`src/rtl/core/bb3_pkg.sv`:
```
`timescale 1ns / 1ps
`default_nettype none
package bb3_pkg;

   localparam int PIX_BITS      = 24;
   localparam int CH_BITS       = 8;
   localparam int CFG_W_BITS    = 11;
   localparam int CFG_H_BITS    = 13;
   localparam int CSR_DATA_BITS = 13;
   localparam int SUM_BITS      = 12;
   localparam int CNT_BITS      = 4;
   localparam int RECIP_BITS    = 17;
   localparam int SHIFT_BITS    = 5;
   localparam int PROD_BITS     = 29;

   typedef enum logic [2:0] {
      ST_IDLE,
      ST_TAP,
      ST_FLUSH,
      ST_MUL,
      ST_SHR,
      ST_HOLD
   } state_type;

   typedef enum logic {
      REG_FRAME_WIDTH  = 1'b0,
      REG_FRAME_HEIGHT = 1'b1
   } reg_index_type;

   typedef struct packed {
      logic accept;
      logic tap;
      logic mul;
      logic shr;
      logic load;
   } cmd_type;

   typedef struct packed {
      logic emit;
      logic tap_last;
      logic ch_last;
   } status_type;

   typedef struct packed {
      logic [RECIP_BITS-1:0] mult;
      logic [SHIFT_BITS-1:0] shift;
   } recip_type;

   // Division by the neighbor count as a multiply by a scaled reciprocal.
   function automatic recip_type recip(input logic [CNT_BITS-1:0] cnt);
      recip_type r;
      case (cnt)
         4'd2:    r = '{mult: 17'd65536, shift: 5'd17};
         4'd3:    r = '{mult: 17'd21846, shift: 5'd16};
         4'd4:    r = '{mult: 17'd65536, shift: 5'd18};
         4'd6:    r = '{mult: 17'd21846, shift: 5'd17};
         4'd9:    r = '{mult: 17'd7282,  shift: 5'd16};
         default: r = '{mult: 17'd65536, shift: 5'd16};
      endcase
      return r;
   endfunction

endpackage
`default_nettype wire

```
`src/rtl/core/bb3_ctrl.sv`:
```
`timescale 1ns / 1ps
`default_nettype none
module bb3_ctrl (
   input  wire                  clock,
   input  wire                  reset,
   input  wire                  req_tvalid,
   output logic                 req_tready,
   output logic                 rsp_tvalid,
   input  wire                  rsp_tready,
   input  bb3_pkg::status_type  status,
   output bb3_pkg::cmd_type     cmd
);

   bb3_pkg::state_type state_ff, state_in;
   logic out_valid_ff, out_valid_in;

   always_comb begin
      state_in = state_ff;
      unique case (state_ff)
         bb3_pkg::ST_IDLE:  if (req_tvalid && status.emit) state_in = bb3_pkg::ST_TAP;
         bb3_pkg::ST_TAP:   if (status.tap_last) state_in = bb3_pkg::ST_FLUSH;
         bb3_pkg::ST_FLUSH: state_in = bb3_pkg::ST_MUL;
         bb3_pkg::ST_MUL:   state_in = bb3_pkg::ST_SHR;
         bb3_pkg::ST_SHR:   state_in = status.ch_last ? bb3_pkg::ST_HOLD : bb3_pkg::ST_MUL;
         bb3_pkg::ST_HOLD:  if (!out_valid_ff || rsp_tready) state_in = bb3_pkg::ST_IDLE;
         default:           state_in = bb3_pkg::ST_IDLE;
      endcase
   end

   always_comb begin
      cmd = '0;
      req_tready = 1'b0;
      unique case (state_ff)
         bb3_pkg::ST_IDLE: begin
            req_tready = 1'b1;
            cmd.accept = req_tvalid;
         end
         bb3_pkg::ST_TAP:  cmd.tap = 1'b1;
         bb3_pkg::ST_MUL:  cmd.mul = 1'b1;
         bb3_pkg::ST_SHR:  cmd.shr = 1'b1;
         bb3_pkg::ST_HOLD: cmd.load = !out_valid_ff || rsp_tready;
         default: ;
      endcase
   end

   always_comb begin
      if (cmd.load) begin
         out_valid_in = 1'b1;
      end else if (rsp_tready) begin
         out_valid_in = 1'b0;
      end else begin
         out_valid_in = out_valid_ff;
      end
   end

   assign rsp_tvalid = out_valid_ff;

   always_ff @(posedge clock) begin
      if (reset) begin
         state_ff     <= bb3_pkg::ST_IDLE;
         out_valid_ff <= 1'b0;
      end else begin
         state_ff     <= state_in;
         out_valid_ff <= out_valid_in;
      end
   end

endmodule
`default_nettype wire

```
`config.mk`:
```
export PLATFORM = sky130hd
export DESIGN_NAME = bb3_ctrl
export DESIGN_NICKNAME = d
export VERILOG_FILES = /design/src/rtl/core/bb3_pkg.sv /design/src/rtl/core/bb3_ctrl.sv
export SDC_FILE = /design/constraint.sdc
export NUM_CORES = 1
export LEC_CHECK = 0
export ABC_AREA = 1
export ABC_CLOCK_PERIOD_IN_PS = 1540
export BUFFER_PORTS_ARGS = -buffer_cell sky130_fd_sc_hd__buf_4
export CAP_MARGIN = 0
export CELL_PAD_IN_SITES_DETAIL_PLACEMENT = 1
export CELL_PAD_IN_SITES_GLOBAL_PLACEMENT = 2
export CORE_UTILIZATION = 20
export CTS_BUF_LIST = sky130_fd_sc_hd__clkbuf_4
export CTS_CLUSTER_DIAMETER = 40
export CTS_CLUSTER_SIZE = 28
export DETAILED_ROUTE_END_ITERATION = 8
export PLACE_DENSITY_LB_ADDON = 0.1
export SLEW_MARGIN = 20
export SYNTH_ARGS = -nofsm -noshare
export SYNTH_HDL_FRONTEND = slang
export SYNTH_SLANG_ARGS = --single-unit
```
`constraint.sdc`:
```
create_clock -name clock -period 1.54 [get_ports clock]
set_clock_uncertainty 0.15 [all_clocks]
set_input_delay 0.231 -clock clock [delete_from_list [all_inputs] [get_ports clock]]
set_output_delay 0.231 -clock clock [all_outputs]
set_load 0.005 [all_outputs]
```
After elaboration in Yosys (flattened, before gate mapping)
Index checks and enable logic that the tools add are counted.

storage, ports and cells
  register bits = 4
  input port bits = 7

cells by class
  eq/ne operators = 8
  mux-type cells = 13
  reduce and logical (&&, ||, !) cells = 6

operator list
  operator            number
  $pmux 3 s6          1
  $mux 3              4
  $mux 1              8
  $eq 3x2->1 const B  2
  $eq 3x3->1 const B  2
  $ne 2x2->1 const B  3
  $eq 3x1->1 const B  1
  $logic_not 3->1     1
  $reduce_and 3->1    1
  $reduce_bool 2->1   1
  $logic_and 1x1->1   1
  $logic_not 1->1     1
  $logic_or 1x1->1    1

Logic depth before layout (Yosys ltp)
  depth after elaboration = 4
  mapped depth = 6
  gate-level depth less buffers = 6

Least setup slack after synthesis
No wires, ideal clock.

  path kind = register to output
  from = register state_ff[0]
  to = output cmd[0] (netlist bit)
  arrival time = 815 ps
  slack = 344 ps
  stages on the path, launching flop included = 6
  buffers on the path = 1
  path through = dfxtp_1 inv_2 nor2_2 nand2_1 nor2_1 buf_4

RTL lines
  item                    line            text
  start, declared         bb3_ctrl.sv:14  bb3_pkg::state_type state_ff, state_in;
  start signal, assigned  bb3_ctrl.sv:60  state_ff <= bb3_pkg::ST_IDLE;
  start signal, assigned  bb3_ctrl.sv:63  state_ff <= state_in;
  end, declared           bb3_ctrl.sv:11  output bb3_pkg::cmd_type cmd

==> flow_summary.toml <==
[run_status]
run_status = "completed"

[placement]
placed_cell_area_um2 = 370
place_congestion = 0.704
dp_hpwl_um = 606
dpl_worst_slack_ns = 0.218
portBuffers = 13
place_inst = 67

[layout]
utilization_pct = 35.2
drive_gt1_share_pct = 48.2
final_nets = 65
n_antenna_cell = 0
final_common_cell = "buf_4"
finalInstanceArea_um2 = 407
nFillCells = 150
layout.cells.non_filler = 70
area_delta_synth_final_pct = 54.8
final_cell_mix = "13 x buf_4, 6 x inv_1, 6 x nand2_1"

[drt]
drtIter0Drc = 9
dr.pass1.iters = 4
drc = 0
antenna_left = 0
wl_um = 735
routed_via_density = 4.59
avgRoutedWirePerCell_um = 10.5
vias = 321

[floorplanning]
die_w_um = 38.2
core_region_area_um2 = 1160
initial_core_util_pct = 22.7
pin_count = 14
die-area_um2 = 1460
die_h_um = 38.2
placementRows = 12

[clock_network]
cts-root-buf = "clkbuf_4"
postCtsSetupBuffers = 0
hold_buffers = 0
cts_tree = "built"
cts.path.max_buffers = 2
clkTransAtPathRegs_ns = 0.03
clock_latency_ns = 0.23
cts_buffers = 3
cts_sinks = 4
h-tree-depth = 1

[sta]
fmax_mhz = 696
tns_ns = 0
layout_min_cycle_time_ns = 1.44
finalCritPeriodShare_pct = 93.3
relSlewSlack_pct = 84.7
drv_slew = 0
setup_viol_count_final = 0
holdWs_ns = 0.0365
tightest_slew_ns = 0.229
hold_viol_final = 0
rsz0062_at_grt = "false"
worst_slack_ns = 0.104

[synth]
syn_inst = 41
ys_ff_latch = 4
syn_area_um2 = 263
synth.distinct_cells = 16
syn_avg_cell_area_um2 = 6.41
syn_nets = 48
yosysWarnings = 0
ys_seq_area_share_pct = 30.5

[power]
p_per_area_nw_per_um2 = 870
power_mw = 0.354
ir_drop_mv = 0.481
power.leakage_nw = 0.199

[global_routing]
grt-ovfl-total = 0
grt_max_degree = 8
grt_util_all_layers_pct = 11.7
antenna_found_initial = 0
grt_pass1_wl_mm = 1.14
grt_pass1_vias = 279

[setup_path]
start_kind = "flop"
path_buf_inv = 2
critPathSlowestCell = "dfxtp_4"
worst_setup_path_end_kind = "output pin"
crit_fanout = 5
path_cells = "inv_2 -> nor2_4 -> nand2_1 -> nor2_1 -> buf_4"
worstPathRequired_ns = 1.16
crit_family = "flip-flops"
path_class = "flop to output pin"
crit_path_max_incr_delay_ns = 0.36
cp.arrival_ns = 1.06

[hold_path]
min_path_type = "input port to flop"

[job]
drv_cap = 0
synthesized netlist by cell type:
| cell type | number | area [um2] |
|---|---|---|
| nor2_2 | 2 | 12.5 |
| and3_1 | 1 | 6.26 |
| nand3_2 | 1 | 10.0 |
| a21oi_1 | 3 | 15.0 |
| nor2_1 | 5 | 18.8 |
| nand3_1 | 5 | 25.0 |
| buf_4 | 1 | 7.51 |
| inv_2 | 2 | 7.51 |
| inv_1 | 6 | 22.5 |
| dfxtp_1 | 4 | 80.1 |
| nand2_1 | 6 | 22.5 |
| nand3b_1 | 1 | 7.51 |
| nor3_2 | 1 | 10.0 |
| a31oi_1 | 1 | 6.26 |
| nand2_2 | 1 | 6.26 |
| nor3_1 | 1 | 5.00 |
state kept, by name, summed over array words and instances, names as in the netlist:
signal      count
state_ff        3
rsp_tvalid      1
power by group:
| part | switching [mW] | leakage, nW | internal, mW |
|---|---|---|---|
| Clock | 0.0402 | 0.0138 | 0.0870 |
| Sequential | 0.0116 | 0.0341 | 0.113 |
| Combinational | 0.0511 | 0.151 | 0.0515 |
metal layers:
metal	routed length, um	vias to the layer above	track usage (%)
met5	0	-	0
met4	0	0	2.68
met3	60	0	6.98
met2	379	12	19.5
met1	296	148	12.4
li1	-	161	-
kinds of logic (layout without fill, tap and decap cells):
| logic type | after synthesis | count (layout) | synth area share, % |
|---|---|---|---|
| DFF | 4 | 4 | 30.5 |
| buffers and inverters | 9 | 24 | 14.3 |
| AOI/OAI and AO/OA | 4 | 4 | 8.10 |
| and+or+nand+nor | 24 | 24 | 47.1 |
worst register-to-register path, stage by stage, from the launching register on:
cell and delay, ns:
dfxtp_2 0.41, inv_1 0.07, nand2_2 0.08, nand3_1 0.07
nand2_1 0.07, inv_1 0.05, nor3_2 0.13
area by class of cell:
| cell class | instances | area, um2 | share of cell area [%] |
|---|---|---|---|
| Multi-Input combinational cell | 28 | 153 | 37.5 |
| Timing Repair Buffer | 13 | 97.6 | 24.0 |
| Sequential cell | 4 | 86.3 | 21.2 |
| Inverter | 8 | 30.0 | 7.38 |
| Clock buffer | 3 | 22.5 | 5.54 |
| Tap cell | 14 | 17.5 | 4.31 |
timing repair:
| item | in CTS | in global routing |
|---|---|---|
| gates cloned | 0 | 0 |
| setup endpoints to repair | 1 | 4 |
| resized for setup | 1 | 5 |
path summary, 6_finish.rpt:
path,startpoint,endpoint,depth (start not counted),slack [ns]
setup reg to reg,state_ff[1]$_SDFFE_PP0P_,state_ff[1]$_SDFFE_PP0P_,6,0.43
setup / recovery,state_ff[0]$_SDFFE_PP0P_,cmd[0],5,0.10
hold reg to reg,state_ff[2]$_SDFFE_PP0P_,rsp_tvalid$_SDFFE_PP0P_,2,0.41
hold / removal,reset,state_ff[1]$_SDFFE_PP0P_,2,0.04
(Power assumes the default switching activity.)
